==> config.mk <==
export PLATFORM = sky130hd
export DESIGN_NAME = hash_message_padder_unit
export DESIGN_NICKNAME = d
export VERILOG_FILES = /design/src/hw/rtl/hmp_pkg.sv /design/src/hw/rtl/hash_message_padder_unit.sv
export SDC_FILE = /design/constraint.sdc
export NUM_CORES = 1
export LEC_CHECK = 0
export BUFFER_PORTS_ARGS = -buffer_cell sky130_fd_sc_hd__buf_2
export CAP_MARGIN = 20
export CORE_UTILIZATION = 35
export CTS_CLUSTER_DIAMETER = 80
export CTS_CLUSTER_SIZE = 16
export DETAILED_ROUTE_END_ITERATION = 6
export PLACE_DENSITY = 0.66
export SETUP_SLACK_MARGIN = 0.05
export SYNTH_ARGS = -nofsm -noshare
export SYNTH_HDL_FRONTEND = slang
export SYNTH_SLANG_ARGS = --single-unit
==> constraint.sdc <==
create_clock -name clk -period 7.29 [get_ports clk]
set_clock_uncertainty 0.1 [all_clocks]
set_input_delay 0.729 -clock clk [delete_from_list [all_inputs] [get_ports clk]]
set_output_delay 0.729 -clock clk [all_outputs]
set_load 0.01 [all_outputs]
==> src/hw/rtl/hmp_pkg.sv <==
package hmp_pkg;

  typedef struct packed {
    logic [63:0] data_word;
    logic [3:0]  valid_bytes;
    logic        end_of_message;
  } hmp_in_t;

  typedef struct packed {
    logic [63:0] out_word;
    logic        message_done;
  } hmp_out_t;

  typedef enum logic [1:0] {
    ST_IDLE = 2'b01,
    ST_PAD  = 2'b10
  } hmp_state_t;

  localparam logic [3:0]  WORD_BYTES = 4'd8;
  localparam logic [7:0]  PAD_BYTE   = 8'h80;
  localparam logic [63:0] PAD_WORD   = 64'h8000_0000_0000_0000;

endpackage

==> src/hw/rtl/hash_message_padder_unit.sv <==
// Full message words pass through registered, one per cycle while output moves.
// The last word of a message yields 2 to CHUNK_BYTES/8+2 words, one per cycle
// while the output is taken; input is held off until the length word has left.
// A single 61-bit adder on the byte count serves both the per-word +8 and the
// final +valid_bytes. rst (synchronous) clears the count, the state, the output
// valid and length_big_endian; no clearing pass is needed.
module hash_message_padder_unit #(
  parameter int CHUNK_BYTES = 64
) (
  input  logic              clk,
  input  logic              rst,
  input  logic              cfg_valid,
  output logic              cfg_ready,
  input  logic              cfg_data,
  input  logic              in_valid,
  output logic              in_ready,
  input  hmp_pkg::hmp_in_t  in_data,
  output logic              out_valid,
  input  logic              out_ready,
  output hmp_pkg::hmp_out_t out_data
);

  localparam int CW = CHUNK_BYTES / 8;
  localparam int WW = (CW > 1) ? $clog2(CW) : 1;
  localparam logic [WW-1:0] CW_LAST = WW'(CW - 1);

  hmp_pkg::hmp_state_t state, state_next;
  logic [60:0]         byte_count, byte_count_next;
  logic [WW-1:0]       wic, wic_next;
  logic [WW-1:0]       wpos, wpos_next;
  logic                mark, mark_next;
  logic                length_big_endian;
  logic                out_valid_next;
  hmp_pkg::hmp_out_t   out_data_next;

  logic                out_free;
  logic [3:0]          vb;
  logic [3:0]          add_b;
  logic [61:0]         sum;
  logic [63:0]         last_word;
  logic [63:0]         bits;
  logic [63:0]         len_word;
  logic [WW-1:0]       pos_n;

  assign cfg_ready = 1'b1;
  assign out_free  = !out_valid || out_ready;
  assign in_ready  = (state == hmp_pkg::ST_IDLE) && out_free;

  assign vb    = (in_data.valid_bytes > hmp_pkg::WORD_BYTES) ? hmp_pkg::WORD_BYTES
                                                             : in_data.valid_bytes;
  assign add_b = in_data.end_of_message ? vb : hmp_pkg::WORD_BYTES;
  assign sum   = {1'b0, byte_count} + 62'(add_b);
  assign bits  = {byte_count, 3'b000};
  assign pos_n = (wpos == CW_LAST) ? '0 : wpos + 1'b1;

  // data bytes, then the marker byte when fewer than eight are valid, then zeros
  always_comb begin
    for (int j = 0; j < 8; j++) begin
      if (4'(j) < vb) begin
        last_word[63-8*j -: 8] = in_data.data_word[63-8*j -: 8];
      end else if (4'(j) == vb) begin
        last_word[63-8*j -: 8] = hmp_pkg::PAD_BYTE;
      end else begin
        last_word[63-8*j -: 8] = 8'h00;
      end
    end
  end

  always_comb begin
    for (int j = 0; j < 8; j++) begin
      len_word[63-8*j -: 8] = length_big_endian ? bits[63-8*j -: 8] : bits[8*j +: 8];
    end
  end

  always_comb begin
    state_next      = state;
    byte_count_next = byte_count;
    wic_next        = wic;
    wpos_next       = wpos;
    mark_next       = mark;
    out_valid_next  = out_valid && !out_ready;
    out_data_next   = out_data;
    case (state)
      hmp_pkg::ST_IDLE: begin
        if (in_valid && in_ready) begin
          out_valid_next  = 1'b1;
          byte_count_next = sum[60:0];
          if (!in_data.end_of_message) begin
            out_data_next.out_word     = in_data.data_word;
            out_data_next.message_done = 1'b0;
            // count wrap lands exactly on zero, so the chunk position restarts
            if (sum[61] || wic == CW_LAST) begin
              wic_next = '0;
            end else begin
              wic_next = wic + 1'b1;
            end
          end else begin
            out_data_next.out_word     = last_word;
            out_data_next.message_done = 1'b0;
            mark_next  = (vb != hmp_pkg::WORD_BYTES);
            wpos_next  = wic;
            state_next = hmp_pkg::ST_PAD;
          end
        end
      end
      hmp_pkg::ST_PAD: begin
        if (out_free) begin
          out_valid_next = 1'b1;
          wpos_next      = pos_n;
          if (!mark) begin
            out_data_next.out_word     = hmp_pkg::PAD_WORD;
            out_data_next.message_done = 1'b0;
            mark_next                  = 1'b1;
          end else if (pos_n == CW_LAST) begin
            out_data_next.out_word     = len_word;
            out_data_next.message_done = 1'b1;
            byte_count_next            = '0;
            wic_next                   = '0;
            state_next                 = hmp_pkg::ST_IDLE;
          end else begin
            out_data_next.out_word     = '0;
            out_data_next.message_done = 1'b0;
          end
        end
      end
      default: begin
        state_next = hmp_pkg::ST_IDLE;
      end
    endcase
  end

  always_ff @(posedge clk) begin
    if (rst) begin
      state             <= hmp_pkg::ST_IDLE;
      byte_count        <= '0;
      wic               <= '0;
      wpos              <= '0;
      mark              <= 1'b0;
      out_valid         <= 1'b0;
      length_big_endian <= 1'b0;
    end else begin
      state      <= state_next;
      byte_count <= byte_count_next;
      wic        <= wic_next;
      wpos       <= wpos_next;
      mark       <= mark_next;
      out_valid  <= out_valid_next;
      if (cfg_valid && cfg_ready) begin
        length_big_endian <= cfg_data;
      end
    end
  end

  always_ff @(posedge clk) begin
    out_data <= out_data_next;
  end

endmodule

==> results of run 1 <==
==> cell type report <==
| cell class | instances | area, sq um | area share |
|---|---|---|---|
| clock inverters | 10 | 174 | 0.0195 |
| well taps | 270 | 338 | 0.0379 |
| multi-input cells | 592 | 3720 | 0.417 |
| clock buffers | 22 | 464 | 0.0521 |
| inverters | 16 | 60.1 | 0.00674 |
| repair buffers | 148 | 758 | 0.0851 |
| flip-flops and latches | 137 | 3400 | 0.381 |
==> critical path, cell delays in order <==
cell      delay, ps
buf_2           100
nor2b_1         460
clkinv_1        360
ha_1            440
a21oi_1         110
o22ai_1         420
nand2_1         520
or4_1           620
a21oi_1         150
==> registers in the layout, summed over array words and instances (netlist names) <==
signal             cells
byte_count            61
state                  2
wic                    3
length_big_endian      1
wpos                   3
out_valid              1
mark                   1
out_data              65
==> power by group through the flow <==
stage / Combinational, mW / Clock, mW / Sequential (mW)
finish: 0.341 / 0.942 / 0.929
global route: 0.378 / 0.983 / 0.936
CTS: 0.341 / 0.947 / 0.929
detailed placement: 0.341 / 0 / 0.945
global placement: 0.337 / 0 / 0.944
floorplan: 0.192 / 0 / 0.973
==> kinds of logic after synthesis <==
group                      Yosys count  share of synthesized area
xor gates and xnor gates             3                    0.00357
adders and majority gates           11                     0.0197
and+or+nand+nor                    304                      0.223
AOI/OAI and AO/OA                  209                      0.168
buffers and inverters               68                     0.0362
DFF                                137                      0.461
other                                1                   0.000510
muxes                               64                     0.0874
==> synth_stat cells, types with 2 or more instances <==
| master | number |
|---|---|
| a211oi_1 | 2 |
| a21oi_1 | 65 |
| a22o_1 | 4 |
| a311oi_1 | 2 |
| a31o_2 | 2 |
| a32o_1 | 3 |
| and2_1 | 9 |
| and3_1 | 8 |
| and4_1 | 3 |
| buf_2 | 6 |
| clkbuf_1 | 44 |
| clkinv_1 | 2 |
| dfxtp_1 | 72 |
| edfxtp_1 | 65 |
| ha_1 | 10 |
| inv_1 | 14 |
| mux2_2 | 2 |
| mux2i_1 | 62 |
| nand2_1 | 97 |
| nand2b_1 | 6 |
| nand3_1 | 36 |
| nand3b_1 | 2 |
| nand4_1 | 29 |
| nor2_1 | 26 |
| nor2b_1 | 3 |
| nor3_1 | 10 |
| nor4_1 | 12 |
| nor4_4 | 2 |
| o21a_1 | 4 |
| o21ai_0 | 74 |
| o22ai_1 | 3 |
| o31a_1 | 2 |
| o31ai_1 | 40 |
| or2_2 | 2 |
| or3_1 | 12 |
| or4_1 | 44 |
| xor2_1 | 2 |
==> path summary, 6_finish.rpt <==
check                         from  slack [ps]  cells after the start                           to
max                     in_data[0]        3600                      9  byte_count[21]$_SDFFE_PP0P_
min          state[1]$_SDFFE_PP0P_         380                      2        state[1]$_SDFFE_PP0P_
max reg2reg   wpos[0]$_SDFFE_PP0P_        3840                      8  byte_count[34]$_SDFFE_PP0P_
min reg2reg  state[1]$_SDFFE_PP0P_         380                      2        state[1]$_SDFFE_PP0P_
==> metrics by stage <==
step / area [sq um] / power [mW] / setup WS, ps
floorplan: 7360 / 1.17 / 2150
global placement: 8260 / 1.28 / 3400
detailed placement: 8260 / 1.29 / 3220
CTS: 8900 / 2.22 / 3660
global route: 8910 / 2.30 / 3220
finish: 8910 / 2.21 / 3600
==> routing by layer <==
layer | share of wire | GRT usage
met1 | 0.44 | 0.242
met2 | 0.48 | 0.311
met3 | 0.044 | 0.0255
met4 | 0.031 | 0.0928
met5 | 0 | 0
==> results.sh, run 1 <==
export IMPL_die_w_microns=147
export IMPL_status="finished, final reports clean"
export IMPL_yosysWarnings=0
export IMPL_fillers=2004
export IMPL_slew_violations=0
export IMPL_mostFrequentLayoutCells="buf_2 (141), nand2_1 (97), o21ai_0 (74)"
export IMPL_powerDensity_nw_per_um2=248
export IMPL_crit_type="input port to flop"
export IMPL_first_global_vias=6185
export IMPL_rsz0062_at_grt="false"
export IMPL_ys_flop_type="dfxtp_1"
export IMPL_io_buffers=141
export IMPL_routed_via_density=5.61
export IMPL_cts_hold_buf=0
export IMPL_fp_dieArea_sq_um=21600
export IMPL_setup_viol=0
export IMPL_rows=52
export IMPL_grt_max_degree=75
export IMPL_cts_resized=0
export IMPL_fmax_mhz=271
export IMPL_drive_gt1_frac=0.203
export IMPL_numCtsBuffers=17
export IMPL_relSlewSlack=0.302
export IMPL_diodes=0
export IMPL_synth_area_sq_um=7360
export IMPL_hp_class="flop to flop"
export IMPL_cts_root_buf="clkbuf_16"
export IMPL_cts_setup_buffers=0
export IMPL_grt_use_total=0.188
export IMPL_final_common_cell="buf_2"
export IMPL_synth_edf_count=65
export IMPL_wl_microns=20200
export IMPL_setup_tns_ps=0
export IMPL_instances_no_fill=1195
export IMPL_nets=998
export IMPL_synthTopCellsByArea="edfxtp_1 (27%), dfxtp_1 (20%), mux2i_1 (8.4%)"
export IMPL_arrival_ps=3930
export IMPL_routedWlPerCell_microns=16.9
export IMPL_leakage_nw=3.09
export IMPL_core_area_sq_um=20400
export IMPL_firstDrtPassIters=5
export IMPL_startpoint_type="input port"
export IMPL_ys_seq_area_frac=0.461
export IMPL_place_detailed_hpwl_microns=14000
export IMPL_grt_pass1_wl_microns=32400
export IMPL_synth_seq_cells=137
export IMPL_fin_crit_ps=3690
export IMPL_synth_top_cell_area_share=0.265
export IMPL_synth_cell_types=53
export IMPL_clkSinkCount=137
export IMPL_tightest_slew_ps=1050
export IMPL_vdd_drop_max_uv=135
export IMPL_dieHeight_microns=147
export IMPL_hold_viol_final=0
export IMPL_syn_nets=883
export IMPL_fin_util=0.436
export IMPL_dp_cells=1162
export IMPL_htreeDepth=4
export IMPL_required_ps=7530
export IMPL_drv_cap=0
export IMPL_clkTransAtPathRegs_ps=60
export IMPL_postRouteAntennaNets=0
export IMPL_crit_fanout=21
export IMPL_yosysTopAreaCell="edfxtp_1"
export IMPL_drcViolationCount=0
export IMPL_p_switching_uw=582
export IMPL_area_growth_pct=21.0
export IMPL_synth_cells=797
export IMPL_grt_overflow=0
export IMPL_cts_buffer_depth=2
export IMPL_initial_core_util=0.360
export IMPL_synth_async_reset_ratio=0
export IMPL_drtIter0Drc=522
export IMPL_antenna_found_initial=0
export IMPL_swShare=0.263
export IMPL_power_frac_seq=0.420
export IMPL_ios=143
export IMPL_avgSynthCellArea_sq_um=9.23
export IMPL_min_period_over_period=0.506
export IMPL_p_clk_frac=0.426
export IMPL_place_congestion=0.862
export IMPL_whs_ps=380
export IMPL_clk_latency_ps=420
export IMPL_cts_tree="done"
export IMPL_dr_total_vias=6707
export IMPL_comb_power_share=0.154
export IMPL_p_int_mw=1.63
export IMPL_end_kind="flop"
No activity file was read; power rests on OpenSTA's default activity.
==> run 2, diff against run 1 <==
--- a/config.mk
+++ b/config.mk
@@ -5,13 +5,14 @@
 export SDC_FILE = /design/constraint.sdc
 export NUM_CORES = 1
 export LEC_CHECK = 0
+export ABC_AREA = 1
 export BUFFER_PORTS_ARGS = -buffer_cell sky130_fd_sc_hd__buf_2
 export CAP_MARGIN = 20
 export CORE_UTILIZATION = 35
 export CTS_CLUSTER_DIAMETER = 80
 export CTS_CLUSTER_SIZE = 16
 export DETAILED_ROUTE_END_ITERATION = 6
-export PLACE_DENSITY = 0.66
+export PLACE_DENSITY = 0.65
 export SETUP_SLACK_MARGIN = 0.05
 export SYNTH_ARGS = -nofsm -noshare
 export SYNTH_HDL_FRONTEND = slang
==> constraint.sdc (replaced) <==
create_clock -name clk -period 3.7 [get_ports clk]
set_clock_uncertainty 0.1 [all_clocks]
set_input_delay 0.37 -clock clk [delete_from_list [all_inputs] [get_ports clk]]
set_output_delay 0.37 -clock clk [all_outputs]
set_load 0.01 [all_outputs]
==> run 2 against run 1 <==
Critical path depth up 3. Sequential share of layout area fell by 2.6 points. Total power grew 130%. First-iteration DRC count increased by 34%.
==> results.sh, run 2 <==
export IMPL_synth_async_reset_ratio=0
export IMPL_io_buffers=141
export IMPL_routedWlPerCell_microns=16.5
export IMPL_cts_resized=0
export IMPL_cts_hold_buf=0
export IMPL_numCtsBuffers=17
export IMPL_endpoint="byte_count[18]$_SDFFE_PP0P_"
export IMPL_clkSinkCount=137
export IMPL_dieHeight_microns=154
export IMPL_vdd_drop_max_uv=326
export IMPL_synth_cells=1132
export IMPL_first_global_vias=7387
export IMPL_ys_seq_area_frac=0.422
export IMPL_final_common_cell="nand2_1"
export IMPL_mostFrequentLayoutCells="nand2_1 (285), nor2_1 (155), buf_2 (141)"
export IMPL_postRouteAntennaNets=0
export IMPL_ff2ff_setup_slack_ps=960
export IMPL_finalPower_mw=5.00
export IMPL_grt_pass1_wl_microns=40000
export IMPL_relSlewSlack=0.265
export IMPL_grt_use_total=0.217
export IMPL_cp_num_buf_inv=3
export IMPL_drtIter0Drc=701
export IMPL_leakage_nw=3.80
export IMPL_fmax_mhz=364
export IMPL_dr_total_vias=8156
export IMPL_synth_edf_count=65
export IMPL_crit_top_cell="nand2_1"
export IMPL_nets=1346
export IMPL_rows=55
export IMPL_slew_violations=0
export IMPL_end_kind="flop"
export IMPL_synth_area_sq_um=8050
export IMPL_tightest_slew_ps=1100
export IMPL_dp_cells=1526
export IMPL_setup_viol=0
export IMPL_drv_cap=0
export IMPL_slowest_delay_ps=620
export IMPL_antenna_found_initial=0
export IMPL_hold_viol_final=0
export IMPL_powerDensity_nw_per_um2=524
export IMPL_synthTopCellsByCount="nand2_1 (285), nor2_1 (155), o21ai_0 (122), inv_1 (115), nand3_1 (81)"
export IMPL_area_growth_pct=18.7
export IMPL_cts_tree="done"
export IMPL_grt_overflow=0
export IMPL_whs_ps=87.8
export IMPL_wl_microns=25700
export IMPL_worstRegToRegCells=12
export IMPL_crit_type="flop to flop"
export IMPL_syn_nets=1218
export IMPL_arrival_ps=2960
export IMPL_yosysTopAreaCell="edfxtp_1"
export IMPL_synth_seq_cells=137
export IMPL_synth_top_cell_area_share=0.243
export IMPL_required_ps=3920
export IMPL_status="finished, final reports clean"
export IMPL_clkTransAtPathRegs_ps=60
export IMPL_min_period_over_period=0.742
export IMPL_die_w_microns=154
export IMPL_firstDrtPassIters=5
export IMPL_drcViolationCount=0
export IMPL_clk_latency_ps=430
export IMPL_startpoint="state[0]$_SDFFE_PP1P_"
export IMPL_place_congestion=0.938
export IMPL_grt_max_degree=90
export IMPL_cp_top_family="simple AND/OR/NAND/NOR gates"
export IMPL_cts_root_buf="clkbuf_16"
export IMPL_yosysMostFrequentCell="nand2_1"
export IMPL_crit_fanout=15
export IMPL_drive_gt1_frac=0.181
export IMPL_ys_flop_type="dfxtp_1"
export IMPL_fillers=2317
export IMPL_initial_core_util=0.357
export IMPL_r2r_end="byte_count[18]$_SDFFE_PP0P_"
export IMPL_htreeDepth=4
export IMPL_largest_reg_flops=65
export IMPL_avgSynthCellArea_sq_um=7.11
export IMPL_yosysWarnings=0
export IMPL_slowest_stage="nor2_2"
export IMPL_worstSetupPathDepth=12
export IMPL_core_area_sq_um=22600
export IMPL_place_detailed_hpwl_microns=19500
export IMPL_fin_util=0.423
export IMPL_hp_class="input port to flop"
export IMPL_synth_cell_types=45
export IMPL_diodes=0
export IMPL_ios=143
export IMPL_instances_no_fill=1558
export IMPL_routed_via_density=5.23
export IMPL_fp_dieArea_sq_um=23600
export IMPL_top_register="out_data"
export IMPL_fin_crit_ps=2740
export IMPL_timing_rr_start="state[0]$_SDFFE_PP1P_"
export IMPL_critical_path_cell_chain="inv_1 -> ha_1 -> buf_4 -> inv_2 -> nand2_1 -> nand2_1 -> nor2_2 -> nand2_1 -> nor2_1 -> nand3_1 -> nand2_1 -> nor2_1"
export IMPL_startpoint_type="flop"
export IMPL_synthTopCellsByArea="edfxtp_1 (24%), dfxtp_1 (18%), nand2_1 (13%)"
export IMPL_rsz0062_at_grt="false"
export IMPL_cts_buffer_depth=2
export IMPL_setup_tns_ps=0
export IMPL_top_regs="out_data x65, byte_count x61"
export IMPL_cts_setup_buffers=0
[run 2: cell types whose count changed in the layout (fill, tap and decap cells not counted), sizes merged, moves of 40 or more]
cell | before | now
nand3 | 36 | 85
o31ai | 40 | 0
nor2 | 26 | 185
o21ai | 75 | 135
or4 | 44 | 0
mux2i | 62 | 1
inv | 14 | 129
nand2 | 97 | 289
[run 2: worst reg2reg max path: cells and delay by family (launching register included)]
family                     cells  cell delay, ps
adders and majority gates      1             380
buffers and inverters          3             400
DFF                            1             310
and+or+nand+nor                8            1440
[run 2: logic make-up after synthesis]
| kind of cell | after synthesis | share of synthesized area |
|---|---|---|
| fa+ha+maj | 11 | 0.0180 |
| simple gates | 615 | 0.342 |
| mux | 1 | 0.00124 |
| other cells | 1 | 0.000466 |
| buf+inv | 163 | 0.0821 |
| compound gates | 204 | 0.135 |
| flops | 137 | 0.422 |
[run 2: metal layers]
metal | GRT usage | vias up | wire, microns
met1 | 0.292 | 3756 | 11700
li1 | - | 4009 | -
met5 | 0 | - | 0
met3 | 0.0299 | 35 | 1710
met2 | 0.359 | 356 | 11800
met4 | 0.0733 | 0 | 471
[run 2: area by class of cell]
cell class                      instances  area (sq um)  area share
Inverter                              125           469      0.0491
Timing Repair Buffer                  147           763      0.0799
Tap cell                              285           357      0.0373
Clock inverter                         15           139      0.0145
Multi-Input combinational cell        832          4010       0.419
Sequential cell                       137          3390       0.355
Clock buffer                           17           425      0.0445
[run 2: worst min path at each step]
stage                                startpoint                             end  cells after the start
global placement    byte_count[10]$_SDFFE_PP0P_     byte_count[10]$_SDFFE_PP0P_                      1
detailed placement  byte_count[10]$_SDFFE_PP0P_     byte_count[10]$_SDFFE_PP0P_                      1
CTS                                  in_data[4]               mark$_SDFFE_PP0P_                      2
global route                           cfg_data  length_big_endian$_SDFFE_PP0P_                      3
floorplan           byte_count[10]$_SDFFE_PP0P_     byte_count[10]$_SDFFE_PP0P_                      1
finish                               in_data[4]               mark$_SDFFE_PP0P_                      2
[run 2: power breakdown]
part	switching (mW)	internal [mW]
registers	0.102	1.96
clock network	0.720	0.935
logic	0.864	0.424
total	1.69	3.32
[run 2: through the flow]
step           setup slack (ps)  cell area [sq um]
6_report                    956               9550
3_3_place_gp               1030               8990
3_5_place_dp                981               8990
5_1_grt                     681               9550
4_1_cts                     955               9550
2_1_floorplan               420               8050
==> run 3, diff against run 2 <==
==> constraint.sdc (replaced) <==
create_clock -name clk -period 2.55 [get_ports clk]
set_clock_uncertainty 0.1 [all_clocks]
set_input_delay 0.255 -clock clk [delete_from_list [all_inputs] [get_ports clk]]
set_output_delay 0.255 -clock clk [all_outputs]
set_load 0.01 [all_outputs]
==> run 3 against run 2 <==
Final area up 2.1%. Worst setup slack got worse by 740 ps. Final cell count up 1.1%. First-iteration DRC count is 9.0% lower. Worst hold slack worse by 84 ps. Register-to-register slack got worse by 740 ps. Via count is 0.49% lower. Sequential cell count did not move. Fmax up 18%. Combinational power is 52% higher. Critical path depth is the same. Global-route usage fell by 0.54 points.
==> results.sh, run 3 (synthesis gave the netlist of run 2 again) <==
export IMPL_place_ws_ps=-60.2
export IMPL_cts_resized=0
export IMPL_cts_tree="done"
export IMPL_whs_ps=3.86
export IMPL_drive_gt1_frac=0.194
export IMPL_mostFrequentLayoutCells="nand2_1 (285), nor2_1 (155), buf_2 (141)"
export IMPL_multi_input_area_sq_um=4020
export IMPL_first_global_vias=7321
export IMPL_required_ps=2770
export IMPL_numCtsBuffers=17
export IMPL_routed_via_density=5.15
export IMPL_grt_use_total=0.212
export IMPL_place_congestion=0.929
export IMPL_io_buffers=141
export IMPL_startpoint_type="flop"
export IMPL_slowest_stage="dfxtp_1"
export IMPL_top_regs="out_data x65, byte_count x61"
export IMPL_crit_fanout=21
export IMPL_rows=55
export IMPL_firstDrtPassIters=7
export IMPL_slowest_delay_ps=360
export IMPL_hold_viol_final=0
export IMPL_slew_violations=0
export IMPL_largest_reg_flops=65
export IMPL_top_register="out_data"
export IMPL_hp_class="input port to flop"
export IMPL_min_period_over_period=0.914
export IMPL_dieHeight_microns=154
export IMPL_fillers=2285
export IMPL_startpoint="wpos[0]$_SDFFE_PP0P_"
export IMPL_cts_buffer_depth=2
export IMPL_fin_ws_ps=219
export IMPL_ios=143
export IMPL_seq_area_sq_um=3400
export IMPL_core_area_sq_um=22600
export IMPL_area_growth_pct=21.2
export IMPL_finalPower_mw=7.31
export IMPL_powerDensity_nw_per_um2=749
export IMPL_diodes=0
export IMPL_fin_crit_ps=2330
export IMPL_clk_latency_ps=430
export IMPL_fin_util=0.432
export IMPL_hold_path_startpoint="in_data[22]"
export IMPL_postRouteAntennaNets=0
export IMPL_leakage_nw=3.89
export IMPL_cp_top_family="simple AND/OR/NAND/NOR gates"
export IMPL_drtIter0Drc=638
export IMPL_vdd_drop_max_uv=474
export IMPL_drv_cap=0
export IMPL_place_detailed_hpwl_microns=19200
export IMPL_rsz0062_at_grt="false"
export IMPL_status="finished, final reports clean"
export IMPL_crit_type="flop to flop"
export IMPL_grt_overflow=0
export IMPL_die_w_microns=154
export IMPL_timing_rr_start="wpos[0]$_SDFFE_PP0P_"
export IMPL_fp_dieArea_sq_um=23600
export IMPL_initial_core_util=0.357
export IMPL_routedWlPerCell_microns=15.9
export IMPL_setup_tns_ps=0
export IMPL_fmax_mhz=429
export IMPL_crit_top_cell="nand2_1"
export IMPL_critical_path_cell_chain="ha_1 -> ha_1 -> nand3_2 -> nand2_2 -> nand2_1 -> nor2_2 -> buf_12 -> nand2_1 -> nor2_1 -> nand3_1 -> nand2_1 -> nor2_1"
export IMPL_grt_max_degree=90
export IMPL_antenna_found_initial=0
export IMPL_dr_total_vias=8116
export IMPL_nets=1363
export IMPL_clkSinkCount=137
export IMPL_drcViolationCount=0
export IMPL_wl_microns=25000
export IMPL_tightest_slew_ps=943
export IMPL_cts_root_buf="clkbuf_16"
export IMPL_cp_num_buf_inv=1
export IMPL_arrival_ps=2560
export IMPL_end_kind="flop"
export IMPL_grt_pass1_wl_microns=39100
export IMPL_relSlewSlack=0.372
export IMPL_htreeDepth=4
export IMPL_setup_viol=0
export IMPL_clkTransAtPathRegs_ps=70
export IMPL_final_common_cell="nand2_1"
[run 3: changes by cell type in the layout (fill, tap and decap cells not counted), sizes merged]
cell / before / now
buf: 147 / 161
clkinvlp: 4 / 3
inv: 129 / 131
dlygate4sd3: 0 / 3
bufinv: 1 / 0
[run 3: worst paths after layout]
path	endpoint	slack, ps	cells after the start
setup / recovery	byte_count[18]$_SDFFE_PP0P_	220	12
hold / removal	out_data[18]$_DFFE_PP_	4	3
hold reg to reg	wic[0]$_SDFFE_PP0P_	400	2
setup reg to reg	byte_count[18]$_SDFFE_PP0P_	220	12
[run 3: final cells by class]
cell class	instances	share of cell area
multi-input combinational	832	0.412
clock buffer	17	0.0436
clock inverter	15	0.0136
timing repair buffer	164	0.0973
inverter	125	0.0484
sequential	137	0.348
tap	285	0.0366
[run 3: worst reg2reg max path, stage by stage (launching register included)]
cell,delay [ps]
dfxtp_1,360
ha_1,220
ha_1,360
nand3_2,140
nand2_2,110
nand2_1,70
nor2_2,160
buf_12,190
nand2_1,130
nor2_1,190
nand3_1,90
nand2_1,70
nor2_1,40
[run 3: timing repair]
action                                  4_1_cts  5_1_grt
buffers inserted                              0        2
hold buffers                                  3        0
endpoints found under the hold margin         2        0
endpoints found under the setup margin        0        2
[run 3: power breakdown]
group,leakage (nW),internal [mW],total [mW],switching (mW)
Combinational,2.42,0.674,1.96,1.28
Clock,0.267,1.28,2.36,1.08
Sequential,1.21,2.84,2.99,0.148
Total,3.89,4.80,7.31,2.51
[run 3: layer usage]
metal  routed length [microns]  global-route usage  up-vias
li1                          -                   -     4049
met1                     11500               0.280     3741
met2                     11700               0.352      304
met3                      1490              0.0440       22
met4                       319              0.0533        0
met5                         0                   0        -
[run 3: per-stage QoR]
step,std cells,instance area [sq um]
after detailed placement,1538,9140
after global placement,1538,9140
final,1575,9750
after global routing,1575,9750
after floorplan,1132,8080
after CTS,1573,9720
